### src/hdl/sscr_pkg.sv
// Shared types and constants for the stepper step-rate controller.
// Used by sscr_core and stepper_step_rate_controller; depends on nothing.
package sscr_pkg;

  localparam logic [15:0] INTERVAL_RESET = 16'd100;
  localparam logic [15:0] STEP_SIZE      = 16'd5;
  localparam logic [15:0] INTERVAL_MAX   = 16'hFFFF;
  localparam logic [7:0]  SPR_RESET      = 8'd48;

  // Command bytes (ASCII).
  localparam logic [7:0] CMD_SLOWER   = 8'h71; // 'q'
  localparam logic [7:0] CMD_FASTER   = 8'h77; // 'w'
  localparam logic [7:0] CMD_CONT_FWD = 8'h31; // '1'
  localparam logic [7:0] CMD_CONT_REV = 8'h32; // '2'
  localparam logic [7:0] CMD_ROT_FWD  = 8'h33; // '3'
  localparam logic [7:0] CMD_ROT_REV  = 8'h34; // '4'
  localparam logic [7:0] CMD_STOP     = 8'h30; // '0'
  localparam logic [7:0] CMD_WAVE     = 8'h61; // 'a'
  localparam logic [7:0] CMD_FULL     = 8'h73; // 's'
  localparam logic [7:0] CMD_HALF     = 8'h64; // 'd'

  // Drive-mode request codes.
  localparam logic [1:0] MODE_NONE = 2'd0;
  localparam logic [1:0] MODE_WAVE = 2'd1;
  localparam logic [1:0] MODE_FULL = 2'd2;
  localparam logic [1:0] MODE_HALF = 2'd3;

  typedef struct packed {
    logic [15:0] interval;
    logic [15:0] countdown;
    logic [7:0]  steps;
    logic        reverse;
    logic        single;
    logic        run;
  } ctrl_state_t;

  typedef struct packed {
    logic        step_pulse;
    logic        step_reverse;
    logic [1:0]  mode_request;
    logic        is_running;
    logic [15:0] interval_ms;
    logic [7:0]  steps_left;
  } result_t;

endpackage

### src/hdl/sscr_core.sv
// Next-state and result logic for one request of the step-rate controller.
// Purely combinational; depends on sscr_pkg.
module sscr_core (
  input  sscr_pkg::ctrl_state_t cur,
  input  logic                  cmd,
  input  logic [7:0]            rx_byte,
  input  logic [7:0]            steps_per_rotation,
  output sscr_pkg::ctrl_state_t nxt,
  output sscr_pkg::result_t     res
);
  import sscr_pkg::*;

  logic [15:0] cnt_dec;
  logic        pulse;
  logic [1:0]  mode_req;

  assign cnt_dec = cur.countdown - 16'd1;

  always_comb begin
    nxt      = cur;
    pulse    = 1'b0;
    mode_req = MODE_NONE;
    if (!cmd) begin
      // A stopped tick leaves everything alone.
      if (cur.run) begin
        nxt.countdown = cnt_dec;
        if (cnt_dec == 16'd0) begin
          nxt.countdown = cur.interval;
          if (cur.single) begin
            if (cur.steps != 8'd0) begin
              nxt.steps = cur.steps - 8'd1;
              pulse     = 1'b1;
            end
          end else begin
            pulse = 1'b1;
          end
        end
      end
    end else begin
      case (rx_byte)
        CMD_SLOWER: begin
          if (cur.interval > INTERVAL_MAX - STEP_SIZE) begin
            nxt.interval = INTERVAL_MAX;
          end else begin
            nxt.interval = cur.interval + STEP_SIZE;
          end
        end
        CMD_FASTER: begin
          if (cur.interval > STEP_SIZE) begin
            nxt.interval = cur.interval - STEP_SIZE;
          end
        end
        CMD_CONT_FWD: begin
          nxt.single  = 1'b0;
          nxt.reverse = 1'b0;
          nxt.run     = 1'b1;
        end
        CMD_CONT_REV: begin
          nxt.single  = 1'b0;
          nxt.reverse = 1'b1;
          nxt.run     = 1'b1;
        end
        CMD_ROT_FWD: begin
          nxt.single  = 1'b1;
          nxt.steps   = steps_per_rotation;
          nxt.reverse = 1'b0;
          nxt.run     = 1'b1;
        end
        CMD_ROT_REV: begin
          nxt.single  = 1'b1;
          nxt.steps   = steps_per_rotation;
          nxt.reverse = 1'b1;
          nxt.run     = 1'b1;
        end
        CMD_STOP: nxt.run = 1'b0;
        CMD_WAVE: mode_req = MODE_WAVE;
        CMD_FULL: mode_req = MODE_FULL;
        CMD_HALF: mode_req = MODE_HALF;
        default: ;
      endcase
    end

    res.step_pulse   = pulse;
    res.step_reverse = pulse & cur.reverse;
    res.mode_request = mode_req;
    res.is_running   = nxt.run;
    res.interval_ms  = nxt.interval;
    res.steps_left   = nxt.steps;
  end

endmodule

### src/hdl/stepper_step_rate_controller.sv
// Stepper step-rate controller: one result per request, valid in the cycle
// after input accept; one request accepted every cycle while the result
// register is empty or being drained in the same cycle.
// rst_n is synchronous, active low: interval and countdown return to 100,
// motion stops, direction forward, continuous mode, steps_per_rotation 48.
module stepper_step_rate_controller (
  input  logic        clk,
  input  logic        rst_n,
  // Configuration write channel: steps_per_rotation.
  input  logic        cfg_valid,
  output logic        cfg_ready,
  input  logic [7:0]  cfg_data,
  // Input channel: one tick or one command byte per request.
  input  logic        in_valid,
  output logic        in_ready,
  input  logic        in_cmd,
  input  logic [7:0]  in_rx_byte,
  // Result channel.
  output logic        out_valid,
  input  logic        out_ready,
  output logic        out_step_pulse,
  output logic        out_step_reverse,
  output logic [1:0]  out_mode_request,
  output logic        out_is_running,
  output logic [15:0] out_interval_ms,
  output logic [7:0]  out_steps_left
);
  import sscr_pkg::*;

  ctrl_state_t st_r;
  ctrl_state_t st_nxt;
  result_t     res_nxt;
  result_t     res_r;
  logic [7:0]  spr_r;
  logic        out_valid_r;
  logic        in_fire;
  logic        out_fire;

  // The configuration register can always take a write; writes are to arrive
  // only while the controller is idle, which the block itself does not enforce.
  assign cfg_ready = 1'b1;

  // The result register is a single stage. A new request is taken whenever
  // it is empty or its contents leave in this same cycle, so requests can
  // flow back to back at full rate.
  assign out_fire = out_valid_r & out_ready;
  assign in_ready = ~out_valid_r | out_ready;
  assign in_fire  = in_valid & in_ready;

  // All of the work for one request is the short decode and update logic in
  // the core, between the controller state and the result register.
  sscr_core u_core (
    .cur                (st_r),
    .cmd                (in_cmd),
    .rx_byte            (in_rx_byte),
    .steps_per_rotation (spr_r),
    .nxt                (st_nxt),
    .res                (res_nxt)
  );

  always_ff @(posedge clk) begin
    if (!rst_n) begin
      spr_r        <= SPR_RESET;
      st_r.interval  <= INTERVAL_RESET;
      st_r.countdown <= INTERVAL_RESET;
      st_r.steps     <= 8'd0;
      st_r.reverse   <= 1'b0;
      st_r.single    <= 1'b0;
      st_r.run       <= 1'b0;
      out_valid_r  <= 1'b0;
    end else begin
      if (cfg_valid) begin
        spr_r <= cfg_data;
      end
      if (in_fire) begin
        st_r        <= st_nxt;
        out_valid_r <= 1'b1;
      end else if (out_fire) begin
        out_valid_r <= 1'b0;
      end
    end
  end

  // Result payload needs no reset; it is qualified by out_valid_r.
  always_ff @(posedge clk) begin
    if (in_fire) begin
      res_r <= res_nxt;
    end
  end

  assign out_valid        = out_valid_r;
  assign out_step_pulse   = res_r.step_pulse;
  assign out_step_reverse = res_r.step_reverse;
  assign out_mode_request = res_r.mode_request;
  assign out_is_running   = res_r.is_running;
  assign out_interval_ms  = res_r.interval_ms;
  assign out_steps_left   = res_r.steps_left;

  // The interval can never drop below the step size.
  a_interval_floor : assert property (@(posedge clk) disable iff (!rst_n)
    st_r.interval >= STEP_SIZE)
    else $error("interval fell below the step size");

  // A reverse indication only accompanies a step pulse.
  a_reverse_needs_pulse : assert property (@(posedge clk) disable iff (!rst_n)
    out_valid && out_step_reverse |-> out_step_pulse)
    else $error("step_reverse set without step_pulse");

  // A mode request comes from a command byte, never together with a step.
  a_mode_no_pulse : assert property (@(posedge clk) disable iff (!rst_n)
    out_valid && (out_mode_request != MODE_NONE) |-> !out_step_pulse)
    else $error("mode request and step pulse in one result");

  // Every accepted request yields a result in the next cycle.
  a_accept_gives_result : assert property (@(posedge clk) disable iff (!rst_n)
    in_fire |=> out_valid)
    else $error("accepted request produced no result");

  // A pending result that is not taken blocks new requests.
  a_stall_blocks_input : assert property (@(posedge clk) disable iff (!rst_n)
    out_valid_r && !out_ready |-> !in_ready)
    else $error("input accepted while result register is stalled");

endmodule

### config.mk
export PLATFORM = sky130hd
export DESIGN_NAME = stepper_step_rate_controller
export DESIGN_NICKNAME = d
export VERILOG_FILES = /design/src/hdl/sscr_pkg.sv /design/src/hdl/sscr_core.sv /design/src/hdl/stepper_step_rate_controller.sv
export SDC_FILE = /design/constraint.sdc
export NUM_CORES = 1
export LEC_CHECK = 0
export BUFFER_PORTS_ARGS = -buffer_cell sky130_fd_sc_hd__buf_2
export CORE_UTILIZATION = 41
export CTS_BUF_LIST = sky130_fd_sc_hd__clkbuf_8
export DETAILED_ROUTE_END_ITERATION = 7
export PLACE_DENSITY = 0.7
export SKIP_CTS_REPAIR_TIMING = 1
export SYNTH_ARGS = -nofsm -noshare
export SYNTH_HDL_FRONTEND = slang
export SYNTH_HIERARCHICAL = 1
export SYNTH_SLANG_ARGS = --single-unit
### constraint.sdc
create_clock -name clk -period 3.35 [get_ports clk]
set_clock_uncertainty 0.15 [all_clocks]
set_input_delay 0.1675 -clock clk [delete_from_list [all_inputs] [get_ports clk]]
set_output_delay 0.1675 -clock clk [all_outputs]
set_load 0.03 [all_outputs]
==> results.json <==
{
  "min_from": "out_ready",
  "cts_made_buffers": 9,
  "final_nets": 754,
  "clkSinkCount": 81,
  "hold_end": "out_valid",
  "clock-root-buffer": "clkbuf_8",
  "gp_congestion": 0.9268,
  "dp.cells": 883,
  "endpoint_kind": "register",
  "crit_path_top_delay_cell": "dfxtp_1",
  "num_rows": 43,
  "io_buffers": 52,
  "ys_ff_latch": 81,
  "antenna_found_initial": 0,
  "cts.reportedPaths.clkPinSlew_ns": 0.08,
  "final-hold-violation-count": 0,
  "fin_setup_tns_ns": 0,
  "fin_total_pwr_mw": 2.115,
  "max_slew_margin_pct": 51.35,
  "n_antenna_cell": 0,
  "htree_levels": 3,
  "clkLatencyLatePin_ns": 0.38,
  "slew_viol_final": 0,
  "final_util_pct": 45.05,
  "maxCapViolations": 0,
  "ys_seq_area_share_pct": 32.30,
  "r2r-end": "st_r[12]",
  "n_fill_cell": 1379,
  "start_kind": "register",
  "synth.distinct_cells": 77,
  "fmax_ghz": 0.3298,
  "setup_ws_ns": 0.3180,
  "syn_area_per_cell_um2": 8.244,
  "min_period_over_period_pct": 90.51,
  "cts_tree": "built",
  "drt_iter0_drc": 449,
  "firstDrtPassIters": 5,
  "leakage_nw": 2.352,
  "min_period_ns": 3.032,
  "rrSetupSlack_ns": 0.32,
  "synthToLayoutAreaGrowth_pct": 6.468,
  "ios": 54,
  "synthesis.nets": 748,
  "peakVddDrop_mv": 0.3089,
  "placed_area_um2": 5992,
  "critPathMaxStageDelay_ns": 0.50,
  "hold_path.class": "in -> reg",
  "layout_common_cells": "nand2_1 (107), buf_2 (52), dfxtp_1 (52), mux2i_1 (50), nor2_1 (43)",
  "reg2reg_from": "st_r[11]",
  "vias": 5229,
  "yosys-top-cells-area": "dfxtp_1 (18%), edfxtp_1 (15%), mux2i_1 (8.5%)",
  "die_area_um2": 14920,
  "core_um2": 13990,
  "worstPathCellList": "ha_1 -> nor4b_1 -> nand4_1 -> nor4_1 -> o211a_1 -> buf_4 -> nor3_1 -> a211o_1 -> nand2_1 -> mux2i_1",
  "die_x_um": 122.2,
  "grt-ovfl-total": 0,
  "start_util_pct": 42.32,
  "grt_max_degree": 58,
  "grt_pass1_wl_um": 23670,
  "setup_viol": 0,
  "p_per_area_nw_per_um2": 335.6,
  "async_reset_ff_share_pct": 0,
  "ys_warn_count": 6,
  "stdcell_area_um2": 6302,
  "whs_path_depth": 3,
  "worst_pin_slew_ns": 0.7196,
  "route.detailed.drc": 0,
  "synth_cells": 718,
  "holdWs_ns": 0.02259,
  "required_ns": 3.45,
  "drive_gt1_share_pct": 16.05,
  "wire_per_inst_um": 15.99,
  "wirelength_um": 14530,
  "grt_pass1_vias": 4575,
  "worstSetupPathType": "reg -> reg",
  "final_common_cell": "nand2_1",
  "synth-edff-count": 29,
  "r2r.worst_path.cells": 10,
  "dpl.hpwl_um": 10040,
  "synth_top_area_share_pct": 17.59,
  "cp_max_fo": 12,
  "ys.flop_type": "dfxtp_1",
  "routed_via_density": 5.752,
  "cp_data_arrival_time_ns": 3.13,
  "postRouteAntennaNets": 0,
  "grt_use_total_pct": 20.27,
  "pre_cts_slack_ns": 0.3497,
  "status": "complete, no violations",
  "rsz0062_at_grt": "false",
  "syn-cell-area_um2": 5919,
  "stdcell_count": 909,
  "cts_buffer_depth": 2,
  "die_h_um": 122.2,
  "yosysTopAreaCell": "dfxtp_1"
}
cell type report:
class	instances	area, um2	area share, %
Multi-Input combinational cell	530	3373	53.52
Tap cell	180	225.2	3.574
Timing Repair Buffer	81	503.0	7.981
Clock buffer	9	123.9	1.965
Sequential cell	81	1912	30.34
Inverter	21	78.83	1.251
Clock inverter	7	86.33	1.370
routing by layer:
layer | global-route usage [%] | share of wire (%) | up-vias
li1 | - | - | 2582
met5 | 0 | 0 | -
met1 | 29.60 | 49 | 2451
met2 | 29.84 | 43 | 183
met3 | 3.933 | 6.5 | 13
met4 | 6.098 | 1.2 | 0
worst max-delay path, delay by kind of cell, from the launching register on:
| kind | cells | cell delay (ns) |
|---|---|---|
| fa+ha+maj | 1 | 0.25 |
| compound gates | 2 | 0.72 |
| mux | 1 | 0.07 |
| simple gates | 5 | 0.94 |
| flops | 1 | 0.50 |
| buf+inv | 1 | 0.26 |
where the power goes:
part	internal [mW]	total, mW	switching [mW]
clock	0.413	0.785	0.371
sequential	1.05	1.07	0.0241
combinational	0.0926	0.258	0.165
total	1.55	2.12	0.561
how the worst max path moves through the flow:
stage / cells past startpoint / slack [ns] / endpoint / from
2_1_floorplan: 10 / 0.69 / out_steps_left[3] / st_r[11]
6_report: 10 / 0.32 / st_r[12] / st_r[11]
3_3_place_gp: 10 / 0.43 / st_r[12] / st_r[11]
3_5_place_dp: 10 / 0.35 / st_r[12] / st_r[11]
4_1_cts: 10 / 0.34 / st_r[12] / st_r[11]
5_1_grt: 10 / 0.09 / st_r[23] / st_r[11]
sequential cells by signal, summed over array words and instances, names as in the netlist:
name / flops
out_step_reverse: 1
out_mode_request: 2
spr_r: 8
out_interval_ms: 16
out_step_pulse: 1
out_valid: 1
out_is_running: 1
st_r: 43
out_steps_left: 8
synthesized netlist by cell type, types with 5 or more instances:
master / instances
inv_1: 21
nand3_1: 26
buf_4: 27
edfxtp_1: 29
dfxtp_1: 52
a22o_1: 7
xnor2_1: 12
buf_6: 10
nor3b_1: 6
mux2i_1: 50
nand4_1: 13
and2_1: 8
a211o_1: 5
and3_1: 5
o21ai_0: 42
nor4_1: 9
a31oi_1: 7
nor3_1: 31
buf_2: 7
o211ai_1: 10
nand2_1: 107
nor2_1: 43
a21oi_1: 25
ha_1: 8
or3_1: 6
nand2b_1: 5
a211oi_1: 9
nor2b_1: 9
clkbuf_1: 37
a311oi_1: 5
or2_2: 9
cells by family after synthesis:
group | after synthesis | synth area share [%]
AO/OA/AOI/OAI | 149 | 17.46
XOR/XNOR | 15 | 2.219
adder cells (fa/ha/maj) | 8 | 1.691
buffers and inverters | 107 | 10.76
flip-flops | 81 | 32.30
multiplexers | 53 | 9.026
other | 1 | 0.06335
AND/OR/NAND/NOR | 304 | 26.48
Note: power is estimated with default switching activity, not from simulation.
